[src/ddd_pkg.sv]
// ----------------------------------------------------------------------------
// ddd_pkg
// Shared widths, constants and tables for the date day difference core.
// ----------------------------------------------------------------------------
package ddd_pkg;

  localparam int DAY_W       = 5;
  localparam int MONTH_W     = 4;
  localparam int YEAR_W      = 14;
  localparam int DAYNUM_W    = 23;
  localparam int DAY_COUNT_W = 22;
  localparam int CODE_W      = 2;
  localparam int LCOUNT_W    = 13;

  localparam int IN_DATA_W   = 48;
  localparam int OUT_DATA_W  = 24;

  // floor(x / 25) = (x * RECIP_25) >> RECIP_SHIFT, exact for x < 4096
  localparam int RECIP_25    = 10486;
  localparam int RECIP_SHIFT = 18;
  localparam int Q4_W        = YEAR_W - 2;
  localparam int Q16_W       = YEAR_W - 4;
  localparam int P100_W      = Q4_W + 14;
  localparam int P400_W      = Q16_W + 14;
  localparam int Q100_W      = P100_W - RECIP_SHIFT;
  localparam int Q400_W      = P400_W - RECIP_SHIFT;

  localparam int DAYS_YEAR   = 365;

  localparam logic [DAY_COUNT_W-1:0] DAY_COUNT_MAX = {DAY_COUNT_W{1'b1}};

  localparam logic [CODE_W-1:0] ORDER_EQUAL   = 2'd0;
  localparam logic [CODE_W-1:0] ORDER_LATER   = 2'd1;
  localparam logic [CODE_W-1:0] ORDER_EARLIER = 2'd2;

  typedef struct packed {
    logic s1;
    logic s2;
    logic s3;
  } ddd_adv_t;

  // days before month m in a common year; months past December run 30 days
  function automatic logic [8:0] days_before(input logic [MONTH_W-1:0] m);
    logic [8:0] r;
    case (m)
      4'd2:    r = 9'd31;
      4'd3:    r = 9'd59;
      4'd4:    r = 9'd90;
      4'd5:    r = 9'd120;
      4'd6:    r = 9'd151;
      4'd7:    r = 9'd181;
      4'd8:    r = 9'd212;
      4'd9:    r = 9'd243;
      4'd10:   r = 9'd273;
      4'd11:   r = 9'd304;
      4'd12:   r = 9'd334;
      4'd13:   r = 9'd365;
      4'd14:   r = 9'd395;
      4'd15:   r = 9'd425;
      default: r = 9'd0;
    endcase
    return r;
  endfunction

endpackage

[src/ddd_date_num.sv]
// ----------------------------------------------------------------------------
// ddd_date_num
// Three-stage day number of one date: products, quotients, final sum.
// ----------------------------------------------------------------------------
module ddd_date_num import ddd_pkg::*; (
  input  logic                clk,
  input  ddd_adv_t            adv,
  input  logic [DAY_W-1:0]    day,
  input  logic [MONTH_W-1:0]  month,
  input  logic [YEAR_W-1:0]   year,
  output logic [DAYNUM_W-1:0] day_num
);

  // stage 1
  logic [YEAR_W-1:0]   y1;
  logic                ypos1;
  logic [Q4_W-1:0]     pq4_1;
  logic [P100_W-1:0]   py100_1;
  logic [P400_W-1:0]   py400_1;
  logic [P100_W-1:0]   pp100_1;
  logic [P400_W-1:0]   pp400_1;
  logic [DAYNUM_W-1:0] y365_1;
  logic [8:0]          dbm1;
  logic                mhi1;
  logic [DAY_W-1:0]    d1;

  // stage 2
  logic [DAYNUM_W-1:0] base2;
  logic [LCOUNT_W-1:0] lcount2;
  logic                adj2;

  logic [YEAR_W-1:0]   p;
  logic [Q100_W-1:0]   qy100, qp100;
  logic [Q400_W-1:0]   qy400, qp400;
  logic                div4, div100, div400, leap;
  logic [LCOUNT_W-1:0] lcount;

  assign p = year - YEAR_W'(1);

  always_ff @(posedge clk) begin
    if (adv.s1) begin
      y1      <= year;
      ypos1   <= (year != '0);
      pq4_1   <= p[YEAR_W-1:2];
      py100_1 <= P100_W'(year[YEAR_W-1:2]) * P100_W'(RECIP_25);
      py400_1 <= P400_W'(year[YEAR_W-1:4]) * P400_W'(RECIP_25);
      pp100_1 <= P100_W'(p[YEAR_W-1:2]) * P100_W'(RECIP_25);
      pp400_1 <= P400_W'(p[YEAR_W-1:4]) * P400_W'(RECIP_25);
      y365_1  <= DAYNUM_W'(year) * DAYNUM_W'(DAYS_YEAR);
      dbm1    <= days_before(month);
      mhi1    <= (month > MONTH_W'(2));
      d1      <= day;
    end
  end

  assign qy100 = py100_1[P100_W-1:RECIP_SHIFT];
  assign qp100 = pp100_1[P100_W-1:RECIP_SHIFT];
  assign qy400 = py400_1[P400_W-1:RECIP_SHIFT];
  assign qp400 = pp400_1[P400_W-1:RECIP_SHIFT];

  assign div4   = (y1[1:0] == 2'b00);
  assign div100 = div4 && ((Q4_W'(qy100) * Q4_W'(25)) == y1[YEAR_W-1:2]);
  assign div400 = (y1[3:0] == 4'b0000) && ((Q16_W'(qy400) * Q16_W'(25)) == y1[YEAR_W-1:4]);
  assign leap   = div4 && (!div100 || div400);

  // leap years in 0..y-1, year 0 included
  assign lcount = ypos1 ? (LCOUNT_W'(pq4_1) - LCOUNT_W'(qp100) + LCOUNT_W'(qp400)
                           + LCOUNT_W'(1)) : '0;

  always_ff @(posedge clk) begin
    if (adv.s2) begin
      base2   <= y365_1 + DAYNUM_W'(dbm1) + DAYNUM_W'(d1);
      lcount2 <= lcount;
      adj2    <= leap && mhi1;
    end
  end

  always_ff @(posedge clk) begin
    if (adv.s3) begin
      day_num <= base2 + DAYNUM_W'(lcount2) + DAYNUM_W'(adj2);
    end
  end

endmodule

[src/ddd_diff.sv]
// ----------------------------------------------------------------------------
// ddd_diff
// Output stage: absolute difference of two day numbers, saturated.
// ----------------------------------------------------------------------------
module ddd_diff import ddd_pkg::*; (
  input  logic                   clk,
  input  logic                   load,
  input  logic [DAYNUM_W-1:0]    num_a,
  input  logic [DAYNUM_W-1:0]    num_b,
  input  logic [CODE_W-1:0]      code_in,
  output logic [DAY_COUNT_W-1:0] day_count,
  output logic [CODE_W-1:0]      order_code
);

  logic [DAYNUM_W-1:0] diff;

  assign diff = (num_a >= num_b) ? (num_a - num_b) : (num_b - num_a);

  always_ff @(posedge clk) begin
    if (load) begin
      day_count  <= diff[DAYNUM_W-1] ? DAY_COUNT_MAX : diff[DAY_COUNT_W-1:0];
      order_code <= code_in;
    end
  end

endmodule

[src/date_day_difference_core.sv]
// ----------------------------------------------------------------------------
// date_day_difference_core
// Days between two Gregorian dates, with the order of the two dates.
// ----------------------------------------------------------------------------
// Throughput: one word per cycle unless the output stalls, set by the four-stage register pipeline.
// Each stage holds under backpressure and frees as soon as its successor does.
// Reset (rst, synchronous) clears the stage valid bits; data registers keep.
module date_day_difference_core import ddd_pkg::*; (
  input  logic                  clk,
  input  logic                  rst,
  input  logic                  s_tvalid,
  output logic                  s_tready,
  // first_day, first_month, first_year, second_day, second_month, second_year
  input  logic [IN_DATA_W-1:0]  s_tdata,
  output logic                  m_tvalid,
  input  logic                  m_tready,
  // day_count, order_code
  output logic [OUT_DATA_W-1:0] m_tdata
);

  logic [DAY_W-1:0]       first_day, second_day;
  logic [MONTH_W-1:0]     first_month, second_month;
  logic [YEAR_W-1:0]      first_year, second_year;

  logic                   v1, v2, v3, v4;
  logic                   rdy1, rdy2, rdy3, rdy4;
  ddd_adv_t               adv;

  logic [CODE_W-1:0]      code, code1, code2, code3;
  logic [DAYNUM_W-1:0]    num_a, num_b;
  logic [DAY_COUNT_W-1:0] day_count;
  logic [CODE_W-1:0]      order_code;

  assign first_day    = s_tdata[4:0];
  assign first_month  = s_tdata[8:5];
  assign first_year   = s_tdata[22:9];
  assign second_day   = s_tdata[27:23];
  assign second_month = s_tdata[31:28];
  assign second_year  = s_tdata[45:32];

  assign rdy4 = !v4 || m_tready;
  assign rdy3 = !v3 || rdy4;
  assign rdy2 = !v2 || rdy3;
  assign rdy1 = !v1 || rdy2;

  assign adv.s1 = rdy1;
  assign adv.s2 = rdy2;
  assign adv.s3 = rdy3;

  assign s_tready = rdy1;
  assign m_tvalid = v4;

  always_ff @(posedge clk) begin
    if (rst) begin
      v1 <= 1'b0;
      v2 <= 1'b0;
      v3 <= 1'b0;
      v4 <= 1'b0;
    end else begin
      if (rdy1) v1 <= s_tvalid;
      if (rdy2) v2 <= v1;
      if (rdy3) v3 <= v2;
      if (rdy4) v4 <= v3;
    end
  end

  // order by year, month, day as plain numbers
  always_comb begin
    if ({first_year, first_month, first_day} == {second_year, second_month, second_day}) begin
      code = ORDER_EQUAL;
    end else if ({first_year, first_month, first_day} >
                 {second_year, second_month, second_day}) begin
      code = ORDER_LATER;
    end else begin
      code = ORDER_EARLIER;
    end
  end

  always_ff @(posedge clk) begin
    if (rdy1) code1 <= code;
    if (rdy2) code2 <= code1;
    if (rdy3) code3 <= code2;
  end

  ddd_date_num u_num_a (
    .clk     (clk),
    .adv     (adv),
    .day     (first_day),
    .month   (first_month),
    .year    (first_year),
    .day_num (num_a)
  );

  ddd_date_num u_num_b (
    .clk     (clk),
    .adv     (adv),
    .day     (second_day),
    .month   (second_month),
    .year    (second_year),
    .day_num (num_b)
  );

  ddd_diff u_diff (
    .clk        (clk),
    .load       (rdy4),
    .num_a      (num_a),
    .num_b      (num_b),
    .code_in    (code3),
    .day_count  (day_count),
    .order_code (order_code)
  );

  assign m_tdata = {order_code, day_count};

endmodule

[config.mk]
export PLATFORM = sky130hd
export DESIGN_NAME = date_day_difference_core
export DESIGN_NICKNAME = d
export VERILOG_FILES = /design/src/ddd_pkg.sv /design/src/ddd_date_num.sv /design/src/ddd_diff.sv /design/src/date_day_difference_core.sv
export SDC_FILE = /design/constraint.sdc
export NUM_CORES = 2
export LEC_CHECK = 0
export BUFFER_PORTS_ARGS = -buffer_cell sky130_fd_sc_hd__buf_2
export CAP_MARGIN = 40
export CELL_PAD_IN_SITES_DETAIL_PLACEMENT = 1
export CELL_PAD_IN_SITES_GLOBAL_PLACEMENT = 2
export CORE_UTILIZATION = 47
export DETAILED_ROUTE_END_ITERATION = 16
export GPL_ROUTABILITY_DRIVEN = 0
export HOLD_SLACK_MARGIN = 0.02
export PLACE_DENSITY = 0.85
export SLEW_MARGIN = 20
export SYNTH_ARGS = -nofsm -noshare
export SYNTH_HDL_FRONTEND = slang
export SYNTH_HIERARCHICAL = 1
export SYNTH_SLANG_ARGS = --single-unit
[constraint.sdc]
create_clock -name clk -period 13.5 [get_ports clk]
set_clock_uncertainty 0.2 [all_clocks]
set_input_delay 0.675 -clock clk [delete_from_list [all_inputs] [get_ports clk]]
set_output_delay 0.675 -clock clk [all_outputs]
set_load 0.02 [all_outputs]
# [Word level (Yosys, flattened, before mapping)]
# Memory sizes are Yosys's and may differ from the RTL's. A register that Yosys moved wholly into a read port is not among the register bits.
# Cells that the tools add are included.
[classes] shift=0 add_sub_neg=18 bitwise=0 n_mux=2 n_mul=14 n_eq_ne=5 reduce_logical=26 div_mod_pow=0 order_cmp=4
[op_table] operator="multiplier 12 x 13 -> 25 bit (second input constant)" count=4
[op_table] operator="multiplier 10 x 13 -> 23 bit (second input constant)" count=4
[op_table] operator="adder 23 x 1 -> 23 bit" count=2
[op_table] operator="adder 23 x 13 -> 23 bit" count=2
[op_table] operator="adder 23 x 5 -> 23 bit" count=2
[op_table] operator="adder 23 x 9 -> 23 bit" count=2
[op_table] operator="multiplier 14 x 9 -> 23 bit (second input constant)" count=2
[op_table] operator="subtractor 23 bit" count=2
[op_table] operator="nonzero test 14 bit" count=2
[op_table] operator="subtractor 14 x 1 -> 14 bit (second input constant)" count=2
[op_table] operator="adder 13 x 1 -> 13 bit (second input constant)" count=2
[op_table] operator="adder 13 x 6 -> 13 bit" count=2
[op_table] operator="subtractor 12 x 8 -> 13 bit" count=2
[op_table] operator="== test 12 bit" count=2
[op_table] operator="multiplier 8 x 5 -> 12 bit (second input constant)" count=2
[op_table] operator="== test 23 bit" count=1
[op_table] operator="greater-or-equal comparator 23 bit" count=1
[op_table] operator="> comparator 23 bit" count=1
[op_table] operator="two-way mux 23 bit" count=1
[op_table] operator="== test 10 bit" count=2
[op_table] operator="multiplier 6 x 5 -> 10 bit (second input constant)" count=2
[op_table] operator="> comparator 4 x 2 -> 1 bit (second input constant)" count=2
[op_table] operator="logical AND 1 bit" count=8
[op_table] operator="zero test 4 bit" count=2
[op_table] operator="other kinds (4)" count=15
[totals] rom_bits=288 latch_bits=0 n_memories=2 reg_bits=458 word_cells=108 ram_bits=0
[mem_list] name="(no name shown)" words=16 word_bits=9 rd=1 rd_ports_with_merged_regs=1 wr=0 line_no="ddd_pkg.sv:45" text="case (m)"
[mem_list] name="(no name shown)" words=16 word_bits=9 rd=1 rd_ports_with_merged_regs=1 wr=0 line_no="ddd_pkg.sv:45"

# [Longest topological paths before layout]
[depth] word_depth=7 mapped_depth=28 mapped_depth_nobuf=28

# [Hierarchy]
# The synthesis kept the hierarchy.
[by_module_without_submodules] mod="ddd_date_num at u_num_b" n_inst=1 area_per_inst_um2=17842.1 cells_each=1673
[by_module_without_submodules] mod="ddd_date_num at u_num_a" n_inst=1 area_per_inst_um2=17759.5 cells_each=1653
[by_module_without_submodules] mod="ddd_diff" n_inst=1 area_per_inst_um2=3309.4 cells_each=415
[by_module_without_submodules] mod="date_day_difference_core" n_inst=1 area_per_inst_um2=943.4 cells_each=108

# [Worst setup path after synthesis]
# OpenSTA, ideal clock, no wires.
[synth_path] path_type="input to register" from="input port s_tdata[12]" to="register u_num_a.pp100_1[23] (data pin)" arrival_time_ns=6.204 setup_slack_ns=6.836 n_path_buf=0 path_stages=26 cell_sequence="inv_1 ha_1 o21ai_1 nand3_1 nand2_1 nand2_1 a21bo_2 nor3_2 xnor2_2 xnor2_1 ha_1 xor2_1 ha_1 fa_1 fa_1 inv_1 fa_1 inv_1 ha_1 a21o_1 a21o_1 a221oi_1 a21oi_1 a21oi_1 o21ai_0 xnor2_1"
[synth_via] elab_chain_len=2
[synth_lines] element="start, declared" line_no="date_day_difference_core.sv:14" text="input logic [IN_DATA_W-1:0] s_tdata,"
[synth_lines] element="subtractor 14 x 1 -> 14 bit" line_no="ddd_date_num.sv:38" text="assign p = year - YEAR_W'(1);"
[synth_lines] element="multiplier 12 x 13 -> 25 bit" line_no="ddd_date_num.sv:47" text="pp100_1 <= P100_W'(p[YEAR_W-1:2]) * P100_W'(RECIP_25);"
[synth_lines] element="end signal, assigned" line_no="ddd_date_num.sv:47"
[synth_lines] element="end, declared" line_no="ddd_date_num.sv:20" text="logic [P100_W-1:0] pp100_1;"
# Every way passes these cells.
# A chain may end at the register's enable or synchronous reset.

# [Worst setup path in the final report]
[layout_path] from="input port s_tdata[13]" to="register u_num_a.pp100_1[25] (data pin)"
[layout_via] elab_chain_len=2
[layout_lines] element="subtractor 14 x 1 -> 14 bit" line_no="ddd_date_num.sv:38"
[layout_lines] element="named net u_num_a.p[13]" line_no="ddd_date_num.sv:32" text="logic [YEAR_W-1:0] p;"
[layout_lines] element="multiplier 12 x 13 -> 25 bit" line_no="ddd_date_num.sv:47"
# The timed path passes the listed nets, and every way through them passes these cells.

==> metrics.yaml <==
timing:
  hold_viol_final: 0
  drv_slew: 0
  hold_ws_ns: 0.1049
  worst_slew_pin_slew_ns: 0.8320
  rsz0062_at_grt: "false"
  max_freq_mhz: 131.5
  fin_crit_sh_pct: 56.35
  fin_tns_setup_ns: 0
  slew_headroom_pct: 44.14
  setup_violations: 0
  period_needed_ns: 7.607
status:
  status: "complete, no violations"
drt:
  first_pass_iters: 5
  wl_per_cell_microns: 18.95
  drt_iter0_markers: 1084
  ant_nets: 0
  routed_wl_microns: 96880
  routed-via-count: 27170
  drc: 0
  avgViaCountPerCell: 5.314
clocking:
  cts_inserted_buffers: 42
  postCtsHoldBufs: 0
  cts_sinks: 336
  htreeDepth: 2
  clk_pin_slew_ns: 0.06
  ctsResizeCount: 0
  cts_tree: "built"
  cts_setup_buffers: 0
  clockBufferDepth: 3
  clock_latency_ns: 0.57
  root_buffer: "clkbuf_16"
synthesis:
  postSynth.asyncResetShare_pct: 0
  synth_top_area_share_pct: 25.01
  yosys_warnings: 6
  synth_nets: 5009
  synthDistinctLibCells: 100
  synthTopCellsByArea: "edfxtp_1, ha_1, fa_1, inv_1, xnor2_1"
  synth-seq-cells: 336
  synth_largest_area_cell: "edfxtp_1"
  synth-edff-count: 332
  synth_area_sq_um: 39850
  synth_flop_cell: "edfxtp_1"
  synthCells: 3849
  syn_area_per_cell_sq_um: 10.35
  ys_seq_area_share_pct: 25.22
floorplanning:
  coreArea_sq_um: 83820
  fp-row-count: 106
  die_w_microns: 293.2
  die_h_microns: 293.2
  start_util_pct: 47.55
  io_pins: 78
  die_area_sq_um: 85970
worst_setup_path:
  worstPathRequired_ns: 13.60
  path_class: "in -> reg"
  end_kind: "register"
  worst-path-max-fanout: 17
  crit_buf_inv: 7
  arrival_ns: 7.70
  slowest_delay_ns: 0.64
  cpMostUsedCell: "inv_1"
  crit_slowest_cell: "fa_1"
  start_kind: "input pin"
  crit_family: "adder cells"
global_routing:
  gr-total-overflow: 0
  grt_max_degree: 70
  antenna_found_initial: 5
  grt_pass1_vias: 29280
  grt_util_all_layers_pct: 23.30
  grt_pass1_wl_microns: 158000
cells_and_area:
  instances_no_fill: 5112
  nNetsFinal: 5108
  drive_gt1_share_pct: 5.405
  final_cell_mix: "inv_1, ha_1, fa_1"
  area_growth_pct: 8.222
  num-fill-cells: 9298
  final_core_util_pct: 51.46
  diodes: 0
  final_common_cell: "inv_1"
hold_path:
  hold_class: "in -> reg"
placed_design:
  place_inst: 5035
  dp_hpwl_microns: 81000
  numPortBuffers: 75
run:
  cap_violations: 0
[path summary, 6_finish.rpt]
check                                         start             endpoint  slack (ns)  cells past startpoint
worst max register to register  u_num_b/py100_1[19]         u_num_b/adj2        9.24                     13
worst max-delay path                    s_tdata[13]  u_num_a/pp100_1[25]        5.89                     26
worst min register to register             code2[1]             code3[1]        0.22                      0
worst min-delay path                     s_tdata[3]        u_num_a/d1[3]        0.10                      1
[kinds of logic after synthesis]
group,Yosys count,share of synthesized area [%]
adder cells (fa/ha/maj),1108,41.23
buffers and inverters,876,8.335
AO/OA/AOI/OAI,660,10.90
AND/OR/NAND/NOR,573,7.462
flip-flops,336,25.22
XOR/XNOR,274,6.216
multiplexers,22,0.6404
[area by class of cell]
cell class                      count  area (sq um)  area share [%]
Clock inverter                     23         329.1          0.7629
Sequential cell                   336         10050           23.30
Inverter                          833          3131           7.258
Multi-Input combinational cell   2637         26500           61.44
Clock buffer                       51          1106           2.564
Tap cell                         1134          1419           3.290
Timing Repair Buffer               98         595.6           1.381
[flip-flops by register name, indices dropped and copies added (netlist names), 12 cells and up]
signal,flops
u_num_a/base2,23
u_num_a/day_num,23
u_num_b/base2,23
u_num_b/day_num,23
u_diff/day_count,22
u_num_a/y365_1,21
u_num_b/y365_1,21
u_num_a/y1,14
u_num_b/y1,14
u_num_a/lcount2,13
u_num_b/lcount2,13
u_num_a/pq4_1,12
u_num_b/pq4_1,12
[worst register-to-register path, cell delays in order, from the launching register on]
cell and delay, ns:
edfxtp_1 0.44, ha_1 0.33, ha_1 0.29, ha_1 0.30
inv_1 0.06, fa_1 0.49, xnor2_1 0.14, nor4_1 0.25
nand4_1 0.16, a31oi_1 0.17, nand4_1 0.11, a2111oi_1 0.49
clkdlybuf4s15_2 0.34, a21oi_1 0.18
[per-stage QoR]
stage          area [sq um]  setup WS, ns
4_1_cts               43090         5.592
6_report              43130         5.893
3_3_place_gp          41570         5.184
5_1_grt               43130         5.503
3_5_place_dp          41650         5.021
2_1_floorplan         39850         6.836
[Yosys cell counts (5+ instances only)]
| library cell | count |
|---|---|
| a2111oi_0 | 5 |
| a211oi_1 | 10 |
| a21boi_0 | 13 |
| a21o_1 | 91 |
| a21oi_1 | 194 |
| a221o_1 | 13 |
| a221oi_1 | 7 |
| a22oi_1 | 5 |
| a31oi_1 | 21 |
| and2_1 | 33 |
| and3_1 | 27 |
| and4_1 | 9 |
| buf_2 | 6 |
| clkbuf_1 | 32 |
| edfxtp_1 | 332 |
| fa_1 | 342 |
| ha_1 | 766 |
| inv_1 | 832 |
| mux2i_1 | 15 |
| nand2_1 | 125 |
| nand2b_1 | 25 |
| nand3_1 | 58 |
| nand4_1 | 46 |
| nor2_1 | 124 |
| nor2b_1 | 29 |
| nor3_1 | 33 |
| nor4_1 | 10 |
| o2111ai_1 | 6 |
| o211ai_1 | 10 |
| o21a_1 | 35 |
| o21ai_0 | 125 |
| o21ai_1 | 9 |
| o21bai_1 | 22 |
| o221ai_1 | 16 |
| o22ai_1 | 10 |
| o311ai_0 | 5 |
| o31a_1 | 5 |
| o31ai_1 | 10 |
| or2_2 | 13 |
| or3_1 | 11 |
| xnor2_1 | 184 |
| xor2_1 | 85 |
[routing by layer]
metal | routed length [microns] | vias up | track usage [%]
met4 | 2104 | 4 | 5.335
met3 | 2998 | 104 | 2.640
met5 | 22 | - | 0
met1 | 45780 | 13470 | 32.00
li1 | - | 13250 | -
met2 | 45970 | 332 | 39.40
Power is left out: the tool's default activity adds up to more than one toggle a clock period on the data nets, which glitch-free logic cannot reach.
